File: src/sv/sal_pkg.sv
`timescale 1ns / 1ps
// Shared types and constants for the sequential array list.
// No dependencies; imported by the channel interfaces, the top level and the bench.
package sal_pkg;

  // Store depth, the widths that follow from it, and the data, opcode and status widths
  localparam int unsigned CAPACITY = 16;
  localparam int unsigned IDX_W    = (CAPACITY > 1) ? $clog2(CAPACITY) : 1;
  localparam int unsigned CNT_W    = $clog2(CAPACITY + 1);
  localparam int unsigned DATA_W   = 32;
  localparam int unsigned OP_W     = 3;
  localparam int unsigned ST_W     = 3;

  // Request opcodes
  typedef enum logic [OP_W-1:0] {
    OP_APPEND      = 3'd0,
    OP_REMOVE_LAST = 3'd1,
    OP_REMOVE_HEAD = 3'd2,
    OP_REMOVE_AT   = 3'd3,
    OP_SEARCH      = 3'd4
  } opcode_e;

  // Result status codes
  typedef enum logic [ST_W-1:0] {
    ST_OK        = 3'd0,
    ST_FULL      = 3'd1,
    ST_EMPTY     = 3'd2,
    ST_RANGE     = 3'd3,
    ST_NOT_FOUND = 3'd4
  } status_e;

endpackage

File: src/sv/sal_if.sv
`timescale 1ns / 1ps
// Valid/ready channel interfaces for requests and results.
// Depends on sal_pkg for field widths.
interface sal_req_if;
  import sal_pkg::*;

  logic                     valid;
  logic                     ready;
  logic        [OP_W-1:0]   opcode;
  logic signed [DATA_W-1:0] value;
  logic        [IDX_W-1:0]  index;

  modport source (output valid, opcode, value, index, input ready);
  modport sink   (input valid, opcode, value, index, output ready);
endinterface

interface sal_rsp_if;
  import sal_pkg::*;

  logic                     valid;
  logic                     ready;
  logic        [ST_W-1:0]   status;
  logic        [IDX_W-1:0]  found_index;
  logic signed [DATA_W-1:0] removed_value;
  logic        [CNT_W-1:0]  count;

  modport source (output valid, status, found_index, removed_value, count, input ready);
  modport sink   (input valid, status, found_index, removed_value, count, output ready);
endinterface

File: src/sv/sequential_array_list.sv
`timescale 1ns / 1ps
// Sequential array list top level: store, element counter and sequencer.
// Depends on sal_pkg and the channel interfaces in sal_if.sv.

// A packed list of up to CAPACITY (16) signed 32-bit entries with one
// request in flight at a time. Each accepted request transaction gives
// exactly one result transaction; the request side is ready only while
// the block is idle, and the result is held until it is taken. Timing is
// set by the store and its registered read: append and any rejected or
// unknown request give result valid in the cycle after accept; a removal
// reads out the entry at position p, then moves each later entry down in
// a read step and a write step (S_SHIFT_RD, S_SHIFT_WR); a search walks
// one entry per cycle until a hit or the last entry. The longest request
// is removing the head of a full list. The block returns to idle at the
// edge that takes the result, and a new request can be accepted from then
// on.
module sequential_array_list (
  input  logic     clk_i,
  input  logic     rst_ni,
  sal_req_if.sink   in_i,
  sal_rsp_if.source out_o
);
  import sal_pkg::*;

  typedef enum logic [2:0] {
    S_IDLE,
    S_TAKE,
    S_SHIFT_RD,
    S_SHIFT_WR,
    S_SEARCH,
    S_DONE
  } state_e;

  state_e                    state_q;
  logic        [CNT_W-1:0]   count_q;
  logic        [IDX_W-1:0]   ptr_q;
  logic signed [DATA_W-1:0]  value_q;
  logic        [ST_W-1:0]    status_q;
  logic        [IDX_W-1:0]   found_q;
  logic signed [DATA_W-1:0]  removed_q;

  // Store with one write and one registered read port
  logic signed [DATA_W-1:0]  mem [CAPACITY];
  logic signed [DATA_W-1:0]  rdata_q;
  logic        [IDX_W-1:0]   raddr;
  logic                      we;
  logic        [IDX_W-1:0]   waddr;
  logic signed [DATA_W-1:0]  wdata;

  logic                      accept;
  logic                      is_empty;
  logic                      is_full;
  logic        [IDX_W-1:0]   rm_pos;
  logic        [CNT_W-1:0]   ptr_inc;
  logic        [CNT_W-1:0]   ptr_inc2;

  assign accept   = in_i.valid && in_i.ready;
  assign is_empty = (count_q == '0);
  assign is_full  = (count_q == CNT_W'(CAPACITY));
  assign ptr_inc  = {1'b0, ptr_q} + CNT_W'(1);
  assign ptr_inc2 = {1'b0, ptr_q} + CNT_W'(2);

  // Position taken out by a removal request
  always_comb begin
    case (in_i.opcode)
      OP_REMOVE_LAST: rm_pos = IDX_W'(count_q - CNT_W'(1));
      OP_REMOVE_HEAD: rm_pos = '0;
      default:        rm_pos = in_i.index;
    endcase
  end

  // Read address and write port control
  always_comb begin
    raddr = '0;
    we    = 1'b0;
    waddr = ptr_q;
    wdata = rdata_q;
    case (state_q)
      S_IDLE: begin
        raddr = (in_i.opcode == OP_SEARCH) ? '0 : rm_pos;
        if (accept && in_i.opcode == OP_APPEND && !is_full) begin
          we    = 1'b1;
          waddr = IDX_W'(count_q);
          wdata = in_i.value;
        end
      end
      S_SHIFT_RD: raddr = ptr_inc[IDX_W-1:0];
      S_SHIFT_WR: we    = 1'b1;
      S_SEARCH:   raddr = ptr_inc[IDX_W-1:0];
      default:    raddr = '0;
    endcase
  end

  always_ff @(posedge clk_i) begin
    if (we) begin
      mem[waddr] <= wdata;
    end
    rdata_q <= mem[raddr];
  end

  // Sequencer, counter and result register
  always_ff @(posedge clk_i or negedge rst_ni) begin
    if (!rst_ni) begin
      state_q   <= S_IDLE;
      count_q   <= '0;
      ptr_q     <= '0;
      value_q   <= '0;
      status_q  <= ST_OK;
      found_q   <= '0;
      removed_q <= '0;
    end else begin
      case (state_q)
        S_IDLE: begin
          if (accept) begin
            value_q   <= in_i.value;
            status_q  <= ST_OK;
            found_q   <= '0;
            removed_q <= '0;
            ptr_q     <= '0;
            state_q   <= S_DONE;
            case (in_i.opcode)
              OP_APPEND: begin
                if (is_full) begin
                  status_q <= ST_FULL;
                end else begin
                  count_q <= count_q + CNT_W'(1);
                end
              end
              OP_REMOVE_LAST, OP_REMOVE_HEAD, OP_REMOVE_AT: begin
                if (is_empty) begin
                  status_q <= ST_EMPTY;
                end else if (in_i.opcode == OP_REMOVE_AT &&
                             {1'b0, in_i.index} >= count_q) begin
                  status_q <= ST_RANGE;
                end else begin
                  ptr_q   <= rm_pos;
                  state_q <= S_TAKE;
                end
              end
              OP_SEARCH: begin
                if (is_empty) begin
                  status_q <= ST_NOT_FOUND;
                end else begin
                  state_q <= S_SEARCH;
                end
              end
              default: ;
            endcase
          end
        end
        // Removed entry is on the read port now
        S_TAKE: begin
          removed_q <= rdata_q;
          if (ptr_inc < count_q) begin
            state_q <= S_SHIFT_RD;
          end else begin
            count_q <= count_q - CNT_W'(1);
            state_q <= S_DONE;
          end
        end
        S_SHIFT_RD: state_q <= S_SHIFT_WR;
        // Entry at ptr+1 is written down to ptr
        S_SHIFT_WR: begin
          ptr_q <= ptr_inc[IDX_W-1:0];
          if (ptr_inc2 < count_q) begin
            state_q <= S_SHIFT_RD;
          end else begin
            count_q <= count_q - CNT_W'(1);
            state_q <= S_DONE;
          end
        end
        // One entry compared per cycle; the next read is already issued
        S_SEARCH: begin
          if (rdata_q == value_q) begin
            found_q <= ptr_q;
            state_q <= S_DONE;
          end else if (ptr_inc >= count_q) begin
            status_q <= ST_NOT_FOUND;
            state_q  <= S_DONE;
          end else begin
            ptr_q <= ptr_inc[IDX_W-1:0];
          end
        end
        S_DONE: begin
          if (out_o.ready) begin
            state_q <= S_IDLE;
          end
        end
        default: state_q <= S_IDLE;
      endcase
    end
  end

  assign in_i.ready          = (state_q == S_IDLE);
  assign out_o.valid         = (state_q == S_DONE);
  assign out_o.status        = status_q;
  assign out_o.found_index   = found_q;
  assign out_o.removed_value = removed_q;
  assign out_o.count         = count_q;

endmodule

File: src/flat_wrapper.sv
// flat-port wrapper written by rule: the top's interface ports become plain ports
module sequential_array_list_flat import sal_pkg::*;
  (clk_i, rst_ni, in_i_valid, in_i_opcode, in_i_value, in_i_index, in_i_ready, out_o_valid, out_o_status, out_o_found_index, out_o_removed_value, out_o_count, out_o_ready);
  sal_req_if in_i_i ();
  sal_rsp_if out_o_i ();
  input  logic clk_i;
  input  logic rst_ni;
  input wire logic [$bits(in_i_i.valid)-1:0] in_i_valid;
  input wire logic [$bits(in_i_i.opcode)-1:0] in_i_opcode;
  input wire logic [$bits(in_i_i.value)-1:0] in_i_value;
  input wire logic [$bits(in_i_i.index)-1:0] in_i_index;
  output wire logic [$bits(in_i_i.ready)-1:0] in_i_ready;
  output wire logic [$bits(out_o_i.valid)-1:0] out_o_valid;
  output wire logic [$bits(out_o_i.status)-1:0] out_o_status;
  output wire logic [$bits(out_o_i.found_index)-1:0] out_o_found_index;
  output wire logic [$bits(out_o_i.removed_value)-1:0] out_o_removed_value;
  output wire logic [$bits(out_o_i.count)-1:0] out_o_count;
  input wire logic [$bits(out_o_i.ready)-1:0] out_o_ready;
  assign in_i_i.valid = in_i_valid;
  assign in_i_i.opcode = in_i_opcode;
  assign in_i_i.value = in_i_value;
  assign in_i_i.index = in_i_index;
  assign in_i_ready = in_i_i.ready;
  assign out_o_valid = out_o_i.valid;
  assign out_o_status = out_o_i.status;
  assign out_o_found_index = out_o_i.found_index;
  assign out_o_removed_value = out_o_i.removed_value;
  assign out_o_count = out_o_i.count;
  assign out_o_i.ready = out_o_ready;
  sequential_array_list u_core (.clk_i(clk_i), .rst_ni(rst_ni), .in_i(in_i_i), .out_o(out_o_i));
endmodule
File: config.mk
export PLATFORM = sky130hd
export DESIGN_NAME = sequential_array_list_flat
export DESIGN_NICKNAME = d
export VERILOG_FILES = /design/src/sv/sal_pkg.sv /design/src/sv/sal_if.sv /design/src/sv/sequential_array_list.sv /design/src/flat_wrapper.sv
export SDC_FILE = /design/constraint.sdc
export NUM_CORES = 1
export LEC_CHECK = 0
export ABC_AREA = 1
export BUFFER_PORTS_ARGS = -buffer_cell sky130_fd_sc_hd__buf_2
export CAP_MARGIN = 25
export CORE_ASPECT_RATIO = 1.4
export CORE_MARGIN = 3
export CORE_UTILIZATION = 59
export DETAILED_ROUTE_END_ITERATION = 10
export PLACE_DENSITY = 0.77
export SETUP_SLACK_MARGIN = 0.5
export SYNTH_ARGS = -nofsm -noshare
export SYNTH_HDL_FRONTEND = slang
export SYNTH_SLANG_ARGS = --single-unit
File: constraint.sdc
create_clock -name clk_i -period 4.55 [get_ports clk_i]
set_input_delay 0.91 -clock clk_i [delete_from_list [all_inputs] [get_ports clk_i]]
set_output_delay 0.91 -clock clk_i [all_outputs]
set_load 0.05 [all_outputs]
# Word level (Yosys, flattened, before mapping)
# Memories as Yosys holds them, arrays and structs flattened. A register that Yosys moved wholly into a read port is not among the register bits.
# Index checks and enable logic that the tools add are counted.
# word_totals
reg_bits,83
mem_bits_rw,512
inputBits,43
out_inout_bits,46
word_cells,108
mem_count,1
# classes
add_sub_neg,4
n_lt_le_gt_ge,4
n_eq_ne,22
n_mux,49
reduce_logical,21
# memory_table
name,words,width,read_ports,rd_ports_with_merged_regs,wr,line_no,text
u_core.mem,16,32,1,1,1,sequential_array_list.sv:43,logic signed [DATA_W-1:0] mem [CAPACITY];
# op_table
operator,count
32-bit two-way mux,3
32-bit case mux with 2 select lines,1
4-bit two-way mux,11
3-bit two-way mux,13
32-bit equality test,1
5-bit two-way mux,5
4-bit case mux with 2 select lines,3
3-bit case mux with 6 select lines,1
5-bit case mux with 3 select lines,1
2-bit != test (second input constant),7
3-bit by 2-bit equality test with 1-bit output (second input constant),4
3-bit case mux with 2 select lines,2
4-bit case mux with 3 select lines,1
5-bit < comparator,2
3-bit equality test (second input constant),3
3-bit case mux with 3 select lines,1
4-bit AND reduction,2
3-bit by 1-bit equality test with 1-bit output (second input constant),2
3-bit zero test,2
2-bit by 1-bit != test with 1-bit output (second input constant),3
3-bit AND reduction,2
6-bit AND reduction,1
3-bit nonzero test,2
4-bit by 1-bit adder with 5-bit output (second input constant),1
17 further kinds,26

# Longest topological paths before layout
# Gate-level depths: netlist (run 1).
# logic_depth
ltp_word,8
mapped_depth,16
depth_no_buf,16

# Least setup slack after synthesis (run 1)
# No wires, ideal clock.
# synth_path
path_kind,reg-to-reg
start,"register u_core.count_q[0], in the netlist u_core.out_o.count[0]"
end,"memory u_core.mem[0][0], enable pin"
setup_time_ns,0.421
t_arrival_ns,3.467
t_required_ns,4.129
setup_slack_ns,0.661
stages_incl_launch_ff,10
path_buffers,0
period_less_slack_ns,3.889
cell_sequence,dfrtp_1 -> inv_1 -> ha_1 -> nand3_1 -> inv_1 -> nand2_1 -> nand3_1 -> o21ai_0 -> nand3_1 -> nor2_1
# synth_between
elab_chain_cells,7
word_cells_on_any_way,9
classes_between,eq/ne (1); mux (6); reduce/logical (2)
# synth_lines
item,line_no,text
"start, declared",sequential_array_list.sv:35,logic [CNT_W-1:0] count_q;
"start signal, assigned",sequential_array_list.sv:126,count_q <= count_q + CNT_W'(1);
"start signal, assigned",sequential_array_list.sv:157,count_q <= count_q - CNT_W'(1);
"start signal, assigned",sequential_array_list.sv:168,count_q <= count_q - CNT_W'(1);
5-bit equality test,sequential_array_list.sv:59,assign is_full = (count_q == CNT_W'(CAPACITY));
1-bit zero test,sequential_array_list.sv:81,if (accept && in_i.opcode == OP_APPEND && !is_full) begin
1-bit logical AND,sequential_array_list.sv:81,
1-bit two-way mux,sequential_array_list.sv:81,
1-bit case mux with 2 select lines,sequential_array_list.sv:78,case (state_q)
1-bit two-way mux,sequential_array_list.sv:95,if (we) begin
1-bit two-way mux (implied by the code),sequential_array_list.sv:96,mem[waddr] <= wdata;
"end, declared",sequential_array_list.sv:43,
# Parallel ways exist; a longest one is shown, timed or not.

# Worst setup path in the final report (run 1)
# layout_path
start,"register u_core.count_q[0], in the netlist u_core.out_o.count[0]"
end,"memory u_core.mem[12][5], enable pin"
# The elaborated chain is that of the path after synthesis.

==> results of run 1 <==
[cells in the mapped netlist]
cell      count
ha_1         18
dfxtp_1      32
buf_1        26
clkbuf_1     38
nand3_2       1
buf_2        89
a22oi_2       1
nor2_1       67
nor2_4        1
xor2_1        5
o211ai_1      2
a21oi_1      25
buf_4         2
inv_1       341
o21ai_0      87
o21ai_1       2
nor3_1        4
o22ai_1       2
nand3_1     645
nand2_2       5
o21bai_1      1
inv_2         3
o31ai_1       1
edfxtp_1    512
nand4_1       4
or2_2         5
nor4_1        1
xnor2_1      21
clkinv_1      1
dfrtp_1      83
nand2_1     745
a31oi_1       1
nor2_2        1
[stage by stage]
| stage | std cells | utilization, % | setup slack (ns) | total power, mW |
|---|---|---|---|---|
| after floorplan | 2772 | - | 0.6614 | 14.05 |
| after global placement | 3388 | 62.72 | 0.9355 | 16.32 |
| after detailed placement | 3395 | 62.87 | 0.8720 | 16.64 |
| after CTS | 3497 | 66.63 | 1.062 | 21.15 |
| after global routing | 3500 | 66.67 | 0.7460 | 22.45 |
| final | 3500 | 66.67 | 1.048 | 21.27 |
[path summary, 6_finish.rpt]
check | startpoint | end | slack [ns] | cells after the start
min in group clk_i | u_core.out_o.status[2] | u_core.out_o.status[2] | 0.48 | 2
min | rst_ni | u_core.out_o.removed_value[7] | 0.42 | 1
max reg2reg | u_core.out_o.count[0] | u_core.mem[12][5] | 1.05 | 11
max | u_core.out_o.count[0] | u_core.mem[12][5] | 1.05 | 11
max in group asynchronous | rst_ni | u_core.value_q[24] | 3.21 | 2
min reg2reg | u_core.out_o.status[2] | u_core.out_o.status[2] | 0.48 | 2
[cell families (layout without fill, tap and decap cells)]
logic type               count (synthesis)  in the layout  synth area share, %
adder cells (fa/ha/maj)                 18             18               0.8163
AO/OA/AOI/OAI                          122            122                2.290
buffers and inverters                  500            611                7.233
XOR/XNOR                                26             26               0.8254
AND/OR/NAND/NOR                       1479           1479                23.26
flip-flops                             627            627                65.58
[power breakdown]
part	internal [mW]	switching [mW]	total (mW)
sequential	7.52	0.431	7.95
combinational	2.47	6.30	8.77
clock	2.51	2.03	4.54
[layer usage]
metal	wire length, um	up-vias	track usage (%)
met2	34760	1212	47.43
met1	25970	9601	36.95
li1	-	9356	-
met4	3265	0	14.57
met3	7690	245	4.964
met5	0	-	0
[final cells by class]
cell class / count / share of cell area [%]
Clock buffer: 73 / 4.797
Clock inverter: 29 / 0.8349
Inverter: 345 / 4.215
Multi-Input combinational cell: 1645 / 25.07
Sequential cell: 627 / 58.89
Tap cell: 617 / 2.513
Timing Repair Buffer: 164 / 3.682
[flip-flops by register name, indices dropped and copies added (netlist names)]
| name | cells |
|---|---|
| u_core.value_q | 32 |
| u_core.out_o.count | 5 |
| u_core.out_o.removed_value | 32 |
| u_core.state_q | 3 |
| u_core.out_o.found_index | 4 |
| u_core.out_o.status | 3 |
| u_core.mem | 512 |
| u_core.rdata_q | 32 |
| u_core.ptr_q | 4 |
[critical path: stages (launching register included)]
cell and delay (ns):
dfrtp_1 0.55, inv_1 0.18, ha_1 0.26, nand3_1 0.16, inv_1 0.08, nand2_1 0.12, nand3_4 0.13, buf_4 0.30
nand2_1 0.20, nand3_1 0.34, nor2_4 0.62, buf_4 0.27
==> impl_metrics.ini, run 1 <==
[yosys]
yosysWarnings = 0
synth_cell_type_count = 33
syn_inst = 2772
syn_avg_cell_area_sq_um = 9.953
yosysTopAreaCellShare_pct = 55.73
synth_seq_area_share_pct = 65.58
synth.cell_area_sq_um = 27590
synth_fp_nets = 2833
ys_ff_latch = 627
synthTopCellsByArea = edfxtp_1, nand3_1, nand2_1
yosysTopAreaCell = edfxtp_1

[floorplanning]
dieArea_sq_um = 49430
start_util_pct = 59.88
row_count = 93
die_w_um = 188.8
fp.dieH_um = 261.9
ioPinCount = 89
core_area_sq_um = 46080

[worst_setup_path]
critPathKind = reg -> reg
arrival_ns = 3.80
worst_ep_required_time_ns = 4.85
cp_max_fo = 41
crit_path_end_kind = flop
crit_path_start_kind = flop

[clock_network]
cts.clk_slew.worst_paths_ns = 0.07
cts_max_path_buffers = 3
insertion_delay_ns = 0.59
cts.sinks = 627
cts_htree_levels = 2
ctsResizeCount = 0
cts_tree = built
cts_inserted_buffers = 55
cts_hold_buffers = 0
clockRootBuffer = clkbuf_16
post-cts-setup-buffer-count = 0

[global_routing]
grt_pass1_wl_um = 109500
grt_max_degree = 158
grtUsageTotal_pct = 28.70
grt_antenna_before_repair = 0
first_global_vias = 19840
overflow = 0

[timing]
setup_tns_ns = 0
fin_skew_ns = 0.01144
setup-violations-final = 0
fmax_mhz = 285.6
fin_crit_ns = 3.502
hold_ws_ns = 0.4193
tightest_slew_ns = 1.111
grt_setup_unrepaired = no
final-hold-violation-count = 0
finalCritPeriodShare_pct = 76.96
drv_slew = 0
relSlewSlack_pct = 25.96

[final_layout]
final_cell_mix = nand2_1, nand3_1, edfxtp_1
seqCellArea_sq_um = 18090
finalInstanceArea_sq_um = 30720
fillers = 3431
drive_above_1_share_pct = 9.712
areaGrowthSynthToFinish_pct = 11.36
multi_input_area_sq_um = 7702
nets = 2899
num_antenna_cells = 0
final_common_cell = nand2_1

[job]
cap_violations = 0

[drt]
wl_per_cell_um = 20.48
routed_via_density = 5.833
first_pass_iters = 6
num_vias = 20410
drtAntennaViolNets = 0
drc = 0
drt-total-wl_um = 71690
drt_iter0_drc = 2687

[power]
peakVddDrop_uv = 768.2
power.density_nw_per_um2 = 692.2
power_leakage_nw = 13.26

[place]
dpl.hpwl_um = 39900
postPlaceCellArea_sq_um = 28970
place_congestion = 0.9048
io_buffers = 88

[outcome]
status = finished clean

[hold_path]
hold_path_class = in -> async
No activity file was read; power rests on OpenSTA's default activity.
==> inputs of run 2 (changes only) <==
--- a/config.mk
+++ b/config.mk
@@ -10,7 +10,7 @@
 export CAP_MARGIN = 25
 export CORE_ASPECT_RATIO = 1.4
 export CORE_MARGIN = 3
-export CORE_UTILIZATION = 59
+export CORE_UTILIZATION = 56
 export DETAILED_ROUTE_END_ITERATION = 10
 export PLACE_DENSITY = 0.77
 export SETUP_SLACK_MARGIN = 0.5
==> constraint.sdc (replaced) <==
create_clock -name clk_i -period 3.15 [get_ports clk_i]
set_input_delay 0.63 -clock clk_i [delete_from_list [all_inputs] [get_ports clk_i]]
set_output_delay 0.63 -clock clk_i [all_outputs]
set_load 0.05 [all_outputs]
==> run 2 against run 1 <==
  * Flip-flop and latch count did not move
  * Count of clock-buffer cells in the layout up 3
  * Die area grew 5.2%
  * Total power rose by 52%
  * Critical path depth increased by 1
  * Critical path type unchanged
  * Critical endpoint is now u_core.mem[14][29]
==> impl_metrics.ini, run 2 (synthesis results as in run 1) <==
[place]
dp_slack_ns = 0.3436
io_buffers = 88
place_congestion = 0.9021
dpl.hpwl_um = 44420
postPlaceCellArea_sq_um = 29480

[floorplanning]
start_util_pct = 57.03
row_count = 95
ioPinCount = 89
dieArea_sq_um = 52010
die_w_um = 193.6
fp.dieH_um = 268.6
core_area_sq_um = 48380

[clock_network]
cts.sinks = 627
cts_inserted_buffers = 55
cts_max_path_buffers = 3
cts.clk_slew.worst_paths_ns = 0.06
insertion_delay_ns = 0.61
clockRootBuffer = clkbuf_16
cts_tree = built
cts_htree_levels = 2

[global_routing]
grt_antenna_before_repair = 1
first_global_vias = 19840
grt_pass1_wl_um = 111200
grtUsageTotal_pct = 27.16
grt_max_degree = 158
overflow = 0

[drt]
drt-total-wl_um = 73320
drt_iter0_drc = 2653
routed_via_density = 5.836
drc = 0
drtAntennaViolNets = 0
first_pass_iters = 6
wl_per_cell_um = 20.58
num_vias = 20790

[timing]
fin_skew_ns = 0.02249
setup-violations-final = 0
relSlewSlack_pct = 49.55
fin_crit_ns = 2.585
final-hold-violation-count = 0
fin_ws_ns = 0.5648
fmax_mhz = 386.8
finalCritPeriodShare_pct = 82.07
setup_tns_ns = 0
tightest_slew_ns = 0.7556
drv_slew = 0
hold_ws_ns = 0.2597
grt_setup_unrepaired = yes

[worst_setup_path]
crit_path_start_kind = flop
crit_path_cell_trace = inv_2 > ha_2 > nand3_2 > inv_1 > nand2_2 > nand3_4 > buf_4 > o21ai_2 > inv_1 > nand2_2 > nor2_4 > clkbuf_16
crit_path_end_kind = flop
critPathKind = reg -> reg
worst_ep_required_time_ns = 3.45
arrival_ns = 2.88
cp_slowest_cell = dfrtp_4
cpPeakStageDelay_ns = 0.50
cp_max_fo = 16
rrSetupSlack_ns = 0.56

[final_layout]
top_register = u_core.mem
final_common_cell = nand2_1
nets = 2945
fillers = 3507
largest_register_ff_count = 512
final_util_pct = 65.64
finalInstanceArea_sq_um = 31750
multi_input_area_sq_um = 7906
areaGrowthSynthToFinish_pct = 15.09
final_cell_mix = nand2_1, nand3_1, edfxtp_1
seqCellArea_sq_um = 18100
drive_above_1_share_pct = 12.69

[job]
cap_violations = 0

[hold_path]
hold_path_class = in -> reg

[power]
power.density_nw_per_um2 = 1021
peakVddDrop_uv = 793.4
power_leakage_nw = 13.66

[outcome]
status = finished clean
-- run 2: cell types whose count changed in the layout (fill, tap and decap cells not counted), moves of 5 or more --
cell       before  now
nand3_1       644  639
o21ai_0        87   81
buf_4          67   77
inv_1         340  334
buf_6           0   11
inv_2           4    9
buf_12          8   24
nand2_1       745  734
clkbuf_16      55   60
nand2_2         3   11
-- run 2: per-layer routing --
layer	wire (um)	GRT usage, %	share of wire [%]	vias up
met1	27070	36.01	37	9939
met5	0	0	0	-
met3	8096	5.199	11	194
met2	35390	45.27	48	1205
li1	-	-	-	9450
met4	2762	10.17	3.8	0
-- run 2: final cells by class --
cell class	instances	share of cell area, %
diodes	1	0.007881
clock buffers	76	4.870
clock inverters	28	0.8905
inverters	345	4.094
multi-input cells	1646	24.90
flip-flops and latches	627	57.00
well taps	630	2.482
repair buffers	209	5.757
-- run 2: worst paths after layout --
path | startpoint | endpoint | depth (start not counted)
hold / removal | in_i_value[19] | u_core.value_q[19] | 3
max in group asynchronous | rst_ni | u_core.out_o.found_index[2] | 4
setup reg to reg | u_core.out_o.count[0] | u_core.mem[14][29] | 12
min in group asynchronous | rst_ni | u_core.out_o.removed_value[1] | 2
setup / recovery | u_core.out_o.count[0] | u_core.mem[14][29] | 12
hold reg to reg | u_core.rdata_q[7] | u_core.out_o.removed_value[7] | 2
-- run 2: metrics by stage --
stage                     cells  power (mW)
after CTS                  3539       31.81
after global routing       3561       34.11
after global placement     3430       24.61
after floorplan            2772       20.44
after detailed placement   3431       24.98
final                      3562       32.42
-- run 2: worst max-delay path: cells and delay by family (launching register included) --
family,cells,cell delay [ns]
buffers and inverters,5,0.76
AOI/OAI and AO/OA,1,0.09
DFF,1,0.50
adders and majority gates,1,0.21
and+or+nand+nor,5,0.69
-- run 2: power breakdown --
group          total (mW)  internal (mW)  switching, mW
clock network        6.78           3.85           2.93
logic                14.2           4.13           10.1
registers            11.4           10.9          0.574
total                32.4           18.9           13.6
-- run 2: timing repair --
| item | in CTS | in global routing |
|---|---|---|
| hold endpoints to repair | 17 | 0 |
| hold buffers | 1 | 0 |
| gates resized for setup | 10 | 34 |
| setup endpoints to repair | 266 | 910 |
| setup buffers | 3 | 17 |
| pin swaps | 1 | 12 |
| cloned | 0 | 5 |
